==> config.mk <==
export PLATFORM = sky130hd
export DESIGN_NAME = battery_voltage_smoother
export DESIGN_NICKNAME = d
export VERILOG_FILES = /design/src/rtl/bvs_pkg.sv /design/src/rtl/battery_voltage_smoother.sv
export SDC_FILE = /design/constraint.sdc
export NUM_CORES = 2
export LEC_CHECK = 0
export ABC_AREA = 1
export BUFFER_PORTS_ARGS = -buffer_cell sky130_fd_sc_hd__buf_2
export CAP_MARGIN = 20
export CORE_UTILIZATION = 54
export CTS_BUF_LIST = sky130_fd_sc_hd__clkbuf_4
export CTS_CLUSTER_SIZE = 16
export DETAILED_ROUTE_END_ITERATION = 8
export PLACE_DENSITY = 0.71
export REMOVE_ABC_BUFFERS = 1
export SLEW_MARGIN = 0
export SYNTH_ARGS = -nofsm -noshare
export SYNTH_HDL_FRONTEND = slang
export SYNTH_SLANG_ARGS = --single-unit
==> constraint.sdc <==
create_clock -name clock -period 24.4 [get_ports clock]
set_input_delay 2.44 -clock clock [delete_from_list [all_inputs] [get_ports clock]]
set_output_delay 2.44 -clock clock [all_outputs]
set_load 0.005 [all_outputs]
==> src/rtl/bvs_pkg.sv <==
// Package with shared constants and register codes for the battery voltage smoother.
`timescale 1ns / 1ps
`default_nettype none
package bvs_pkg;

   // Field widths.
   localparam int SampleWidth = 12;
   localparam int MvWidth     = 14;
   localparam int LevelWidth  = 7;
   localparam int FactorWidth = 16;
   localparam int StepWidth   = 10;
   localparam int FracBits    = 16;
   localparam int SmoothWidth = MvWidth + FracBits;

   // Configuration port.
   localparam int CsrAddrWidth = 4;
   localparam int CsrDataWidth = 32;

   typedef enum logic [1:0] {
      REG_SMOOTH_FACTOR = 2'd0,
      REG_CHARGE_MIN    = 2'd1,
      REG_STEP_THRESH   = 2'd2
   } reg_index_type;

   // Register reset values.
   localparam logic [FactorWidth-1:0] SmoothFactorReset = 16'd6554;
   localparam logic [MvWidth-1:0]     ChargeMinReset    = 14'd3300;
   localparam logic [StepWidth-1:0]   StepThreshReset   = 10'd10;

   // Charge level span, in Q14.16 millivolts.
   localparam logic [SmoothWidth-1:0] LevelLow  = 30'(3000) << FracBits;
   localparam logic [SmoothWidth-1:0] LevelHigh = 30'(4200) << FracBits;
   localparam logic [LevelWidth-1:0]  LevelFull = 7'd100;

   // Reciprocal of three, scaled by 2^11, for values up to 300.
   localparam logic [9:0] ThirdRecip = 10'd683;
   localparam int         ThirdShift = 11;

endpackage
`default_nettype wire

==> src/rtl/battery_voltage_smoother.sv <==
// Battery voltage smoother: EMA of the battery voltage, charge level and charging flag.
`timescale 1ns / 1ps
`default_nettype none
// Each request carries a converter reading in millivolts; the battery voltage is three
// times that value. The first good reading seeds the smoothed value, later ones move it
// by the programmed factor and update the charging flag. A request with read_ok low
// leaves the state alone. Every request gives exactly one result: smoothed millivolts,
// a 0 to 100 charge level and the charging flag. The block takes one request per clock
// while the result side does not stall; a request passes through an input register, the
// state update with its two multipliers, and the charge level stage ahead of the output
// register. Stalls on the result side back up through the three stages.
module battery_voltage_smoother (
   input  wire                                 clock,
   input  wire                                 reset,
   // Requests.
   input  wire                                 req_tvalid,
   output logic                                req_tready,
   input  wire  [15:0]                         req_tdata,  // [11:0] sample_mv, rest zero
   input  wire                                 req_tuser,  // [0] read_ok
   // Results.
   output logic                                rsp_tvalid,
   input  wire                                 rsp_tready,
   output logic [23:0]                         rsp_tdata,  // [13:0] smoothed_mv,
                                                           // [20:14] level_percent, rest zero
   output logic                                rsp_tuser,  // [0] charging
   // Configuration.
   input  wire                                 csr_psel,
   input  wire                                 csr_penable,
   input  wire                                 csr_pwrite,
   input  wire  [bvs_pkg::CsrAddrWidth-1:0]    csr_paddr,
   input  wire  [bvs_pkg::CsrDataWidth-1:0]    csr_pwdata,
   output logic [bvs_pkg::CsrDataWidth-1:0]    csr_prdata,
   output logic                                csr_pready
);

   localparam int MW = bvs_pkg::MvWidth;
   localparam int SW = bvs_pkg::SmoothWidth;
   localparam int FW = bvs_pkg::FactorWidth;
   localparam int TW = bvs_pkg::StepWidth;
   localparam int FB = bvs_pkg::FracBits;

   // Configuration registers.
   logic [FW-1:0] factor_ff, factor_in;
   logic [MW-1:0] charge_min_ff, charge_min_in;
   logic [TW-1:0] step_ff, step_in;
   logic          csr_write;
   bvs_pkg::reg_index_type csr_index;

   // Pipeline stages.
   logic                              in_valid_ff, in_valid_in;
   logic [bvs_pkg::SampleWidth-1:0]   in_sample_ff, in_sample_in;
   logic                              in_ok_ff, in_ok_in;
   logic                              mid_valid_ff, mid_valid_in;
   logic [SW-1:0]                     mid_smooth_ff, mid_smooth_in;
   logic                              mid_charge_ff, mid_charge_in;
   logic                              out_valid_ff, out_valid_in;
   logic [MW-1:0]                     out_mv_ff, out_mv_in;
   logic [bvs_pkg::LevelWidth-1:0]    out_level_ff, out_level_in;
   logic                              out_charge_ff, out_charge_in;

   // Smoother state.
   logic [SW-1:0] smooth_ff, smooth_in;
   logic [MW-1:0] prev_ff, prev_in;
   logic          seeded_ff, seeded_in;
   logic          charge_ff, charge_in;

   logic out_en, mid_en, in_en, update;

   // Update datapath.
   logic [MW-1:0]      volt;
   logic [FW:0]        keep_weight;
   logic [SW+FW:0]     keep_prod;
   logic [SW-1:0]      add_prod;
   logic [SW+1:0]      ema_sum;
   logic [MW:0]        rise_limit, fall_limit;
   logic               rising, falling;

   // Level datapath.
   logic [SW-1:0]      level_off;
   logic [8:0]         level_quarter;
   logic [18:0]        level_prod;

   assign csr_pready = 1'b1;
   assign csr_write  = csr_psel & csr_penable & csr_pwrite & csr_pready;
   assign csr_index  = bvs_pkg::reg_index_type'(csr_paddr[3:2]);

   always_comb begin
      factor_in     = factor_ff;
      charge_min_in = charge_min_ff;
      step_in       = step_ff;
      csr_prdata    = '0;
      if (csr_write) begin
         case (csr_index)
            bvs_pkg::REG_SMOOTH_FACTOR: factor_in     = csr_pwdata[FW-1:0];
            bvs_pkg::REG_CHARGE_MIN:    charge_min_in = csr_pwdata[MW-1:0];
            bvs_pkg::REG_STEP_THRESH:   step_in       = csr_pwdata[TW-1:0];
            default: ;
         endcase
      end
      case (csr_index)
         bvs_pkg::REG_SMOOTH_FACTOR: csr_prdata = 32'(factor_ff);
         bvs_pkg::REG_CHARGE_MIN:    csr_prdata = 32'(charge_min_ff);
         bvs_pkg::REG_STEP_THRESH:   csr_prdata = 32'(step_ff);
         default:                    csr_prdata = '0;
      endcase
   end

   // Each stage moves on when the stage after it is empty or moving.
   assign out_en     = !out_valid_ff || rsp_tready;
   assign mid_en     = !mid_valid_ff || out_en;
   assign in_en      = !in_valid_ff || mid_en;
   assign req_tready = in_en;
   assign update     = in_valid_ff && mid_en;

   always_comb begin
      in_valid_in  = in_valid_ff;
      in_sample_in = in_sample_ff;
      in_ok_in     = in_ok_ff;
      if (in_en) begin
         in_valid_in  = req_tvalid;
         in_sample_in = req_tdata[bvs_pkg::SampleWidth-1:0];
         in_ok_in     = req_tuser;
      end
   end

   // State update for the request in the input register.
   always_comb begin
      volt        = {1'b0, in_sample_ff, 1'b0} + {2'b00, in_sample_ff};
      keep_weight = (FW+1)'(1 << FB) - {1'b0, factor_ff};
      keep_prod   = (SW+FW+1)'(smooth_ff) * (SW+FW+1)'(keep_weight);
      add_prod    = SW'(volt) * SW'(factor_ff);
      ema_sum     = (SW+2)'(keep_prod[SW+FW:FB]) + (SW+2)'(add_prod);
      rise_limit  = {1'b0, prev_ff} + (MW+1)'(step_ff);
      fall_limit  = {1'b0, volt} + (MW+1)'(step_ff);
      rising      = {1'b0, volt} > rise_limit;
      falling     = fall_limit < {1'b0, prev_ff};

      smooth_in = smooth_ff;
      prev_in   = prev_ff;
      seeded_in = seeded_ff;
      charge_in = charge_ff;
      if (update && in_ok_ff) begin
         prev_in = volt;
         if (!seeded_ff) begin
            smooth_in = {volt, FB'(0)};
            seeded_in = 1'b1;
         end else begin
            smooth_in = ema_sum[SW-1:0];
            if (rising && (volt > charge_min_ff)) begin
               charge_in = 1'b1;
            end else if (falling || (volt < charge_min_ff)) begin
               charge_in = 1'b0;
            end
         end
      end

      mid_valid_in  = mid_valid_ff;
      mid_smooth_in = mid_smooth_ff;
      mid_charge_in = mid_charge_ff;
      if (mid_en) begin
         mid_valid_in  = in_valid_ff;
         mid_smooth_in = smooth_in;
         mid_charge_in = charge_in;
      end
   end

   // Charge level: floor((s - low) / (12 << 16)), done as a shift and a divide by three.
   always_comb begin
      level_off     = mid_smooth_ff - bvs_pkg::LevelLow;
      level_quarter = level_off[FB+10:FB+2];
      level_prod    = 19'(level_quarter) * 19'(bvs_pkg::ThirdRecip);

      out_valid_in  = out_valid_ff;
      out_mv_in     = out_mv_ff;
      out_level_in  = out_level_ff;
      out_charge_in = out_charge_ff;
      if (out_en) begin
         out_valid_in  = mid_valid_ff;
         out_mv_in     = mid_smooth_ff[SW-1:FB];
         out_charge_in = mid_charge_ff;
         if (mid_smooth_ff < bvs_pkg::LevelLow) begin
            out_level_in = '0;
         end else if (mid_smooth_ff > bvs_pkg::LevelHigh) begin
            out_level_in = bvs_pkg::LevelFull;
         end else begin
            out_level_in = level_prod[bvs_pkg::ThirdShift+6:bvs_pkg::ThirdShift];
         end
      end
   end

   always_ff @(posedge clock) begin
      if (reset) begin
         factor_ff     <= bvs_pkg::SmoothFactorReset;
         charge_min_ff <= bvs_pkg::ChargeMinReset;
         step_ff       <= bvs_pkg::StepThreshReset;
         in_valid_ff   <= 1'b0;
         mid_valid_ff  <= 1'b0;
         out_valid_ff  <= 1'b0;
         smooth_ff     <= '0;
         prev_ff       <= '0;
         seeded_ff     <= 1'b0;
         charge_ff     <= 1'b0;
      end else begin
         factor_ff     <= factor_in;
         charge_min_ff <= charge_min_in;
         step_ff       <= step_in;
         in_valid_ff   <= in_valid_in;
         mid_valid_ff  <= mid_valid_in;
         out_valid_ff  <= out_valid_in;
         smooth_ff     <= smooth_in;
         prev_ff       <= prev_in;
         seeded_ff     <= seeded_in;
         charge_ff     <= charge_in;
      end
   end

   always_ff @(posedge clock) begin
      in_sample_ff  <= in_sample_in;
      in_ok_ff      <= in_ok_in;
      mid_smooth_ff <= mid_smooth_in;
      mid_charge_ff <= mid_charge_in;
      out_mv_ff     <= out_mv_in;
      out_level_ff  <= out_level_in;
      out_charge_ff <= out_charge_in;
   end

   assign rsp_tvalid = out_valid_ff;
   assign rsp_tdata  = {3'b000, out_level_ff, out_mv_ff};
   assign rsp_tuser  = out_charge_ff;

endmodule
`default_nettype wire

==> metrics.txt <==
status finished, final reports clean; Max Slew Vio Count 0; adder-cell share of the synthesized area 0.4841; CTS tree yes; Total Routing Usage GR 0.3156; Longest Clk Path Bufs 2; first-pass GRT wire length roughly 150 mm; Synth Area per Inst 7.797 sq um; setup_tns 0 ns; die span in x 254.2 um; Fin. Hold Viols 0; layout cells sized above 1 0.04198; cells after synthesis approximately 4400; CP max FO 36; Rows roughly 90; Main synth FF type dfxtp_1; largest net degree at the start of global routing 46; critical path class register to register; post-synthesis sequential area ratio 0.1096; f_max 69.91 MHz; Post-CTS Setup Bufs 0; number of synthesized flops with an enable pin 66; Post-Route Skew 0.03378 ns; cts hold-fix bufs 0; slew margin rel. 0.2103; initial antenna violation count 2; Cell Area, Synth 0.03434 sq mm; number of synthesized register bits 155; clk root buf clkbuf_4; Slowest-stage cell, CP fa_1; most frequent cells in the layout inv_1 (1061), nand2_1 (997), fa_1 (633); Fillers slightly below 6000; hold path cells 0; mux cell area share after synthesis 0; Routed Wire Length 97.59 mm; drc violations 0; chip height 254.2 um; Hold WC Path Type register to register; RSZ-0062 raised after global routing no; Post-Synth XOR/XNOR Area 0.01658; number of library cell types mapped by synthesis 53; hpwl dp 78.34 mm; Async S/R FF share, synth 0; Placer Congestion 1.015; Synth Warn # 0; main combinational cell family by area after synthesis adder cells; DRT Pass-1 Iters 5; wire per inst 18.57 um; I/O Buffers 77; Critical Path RT roughly 25 ns; IO Pins 120; slowest stage delay, CP 0.65 ns; Initial Utilization 0.5454; grt ovf 0; core area approximately 0.063 sq mm; Clk pin slew, worst setup/hold paths 0.17 ns; die area 0.06461 sq mm; antenna-violating nets left 0; Synth Area in Simple Gates 0.1827; R2R depth 51; Worst Tran Pin Value approximately 1.2 ns; CP endpoint kind register; Worst Setup Start Kind register; cts repair resizes 0; clock sinks 155; Finish-stage setup viols 0; vias per cell roughly 5.4; Arrival @ worst endpoint 14.68 ns; Num CTS Buffers 17; Area Growth Syn to Fin 4.204%; Total Nets Final 5403; Worst-Skew Late Latency around 0.67 ns; via count 28431; vias in the first global route 28032; CTS H-Tree Depth 4; Synth Area in Compound Gates 0.06722; commonest non-fill, non-tap cell in the layout inv_1; max_cap viols 0; post-route clock period utilization 0.5862; DR iter-0 viols roughly 2300; crit path time final 14.30 ns
==> final timing paths <==
path / start / to / slack, ns
max: factor_ff[0] / mid_smooth_ff[28] / 10.10
min: mid_charge_ff / rsp_tuser / 0.45
max reg2reg: factor_ff[0] / mid_smooth_ff[28] / 10.10
min reg2reg: mid_charge_ff / rsp_tuser / 0.45
==> cells in the mapped netlist (all sizes together) (3+ instances only) <==
cell type,number,area (sq um)
nor4,9,71.32
nand3,106,530.5
inv,1065,3998
o21a,12,90.09
o211ai,20,150.1
xor2,45,394.1
or2,8,50.05
a21boi,3,22.52
nor2,390,1494
xnor2,20,175.2
fa,633,12670
buf,39,244.0
nand2,1000,3761
a31oi,4,25.02
a31o,3,26.28
ha,316,3954
clkinv,20,75.07
o221ai,9,78.83
nor3,30,161.4
edfxtp,66,1982
a21o,7,52.55
a211oi,4,30.03
a21oi,211,1056
nand4,24,162.7
o22ai,12,75.07
o21bai,11,82.58
dfxtp,89,1782
o21ai,104,531.8
clkbuf,127,478.0
==> per-stage QoR <==
step	area [sq um]	setup WS (ns)	cells	hold WS, ns	util
global route	35790	9.370	5255	0.4670	0.5683
finish	35790	10.10	5256	0.4536	0.5684
detailed placement	35440	10.27	5220	0.4221	0.5628
CTS	35750	10.23	5252	0.4590	0.5678
global placement	35440	10.30	5220	0.4044	0.5628
floorplan	33690	12.03	4257	0.4003	-
==> registers in the layout, indices dropped and copies added, names as in the netlist <==
| signal | count |
|---|---|
| prev_ff | 14 |
| rsp_tuser | 1 |
| smooth_ff | 30 |
| in_sample_ff | 12 |
| charge_ff | 1 |
| mid_charge_ff | 1 |
| seeded_ff | 1 |
| in_valid_ff | 1 |
| step_ff | 10 |
| out_mv_ff | 14 |
| mid_smooth_ff | 30 |
| out_level_ff | 7 |
| charge_min_ff | 14 |
| factor_ff | 16 |
| rsp_tvalid | 1 |
| mid_valid_ff | 1 |
| in_ok_ff | 1 |
==> kinds of logic (layout without fill, tap and decap cells) <==
family / Yosys count / in the layout
and+or+nand+nor: 1573 / 1573
buffers and inverters: 1251 / 1235
adders and majority gates: 949 / 949
AOI/OAI and AO/OA: 410 / 410
DFF: 155 / 155
xor gates and xnor gates: 65 / 65
other: 2 / 23
==> routing by layer <==
metal / global-route usage / wire length, um
met4: 0.1034 / 3429
met3: 0.05511 / 9166
met2: 0.4938 / 43690
met1: 0.4453 / 41300
met5: 0 / 0
==> worst max-delay path, delay by kind of cell (launching register included) <==
kind,cells,cell delay [ns]
and+or+nand+nor,13,1.80
adders and majority gates,15,7.42
xor gates and xnor gates,1,0.27
AOI/OAI and AO/OA,8,1.84
buffers and inverters,14,2.24
DFF,1,0.33
==> layout make-up <==
type | count | area (sq um) | area share
antenna | 3 | 7.507 | 0.0002098
sequential | 155 | 3764 | 0.1052
clock buffer | 17 | 127.6 | 0.003566
timing repair buffer | 118 | 713.2 | 0.01993
tap | 846 | 1059 | 0.02958
inverter | 1085 | 4073 | 0.1138
clock inverter | 15 | 186.4 | 0.005209
multi-input combinational | 3017 | 25860 | 0.7225
Power is not shown: default switching activity piles up to over one toggle a cycle in this logic, so the estimate is an artifact.
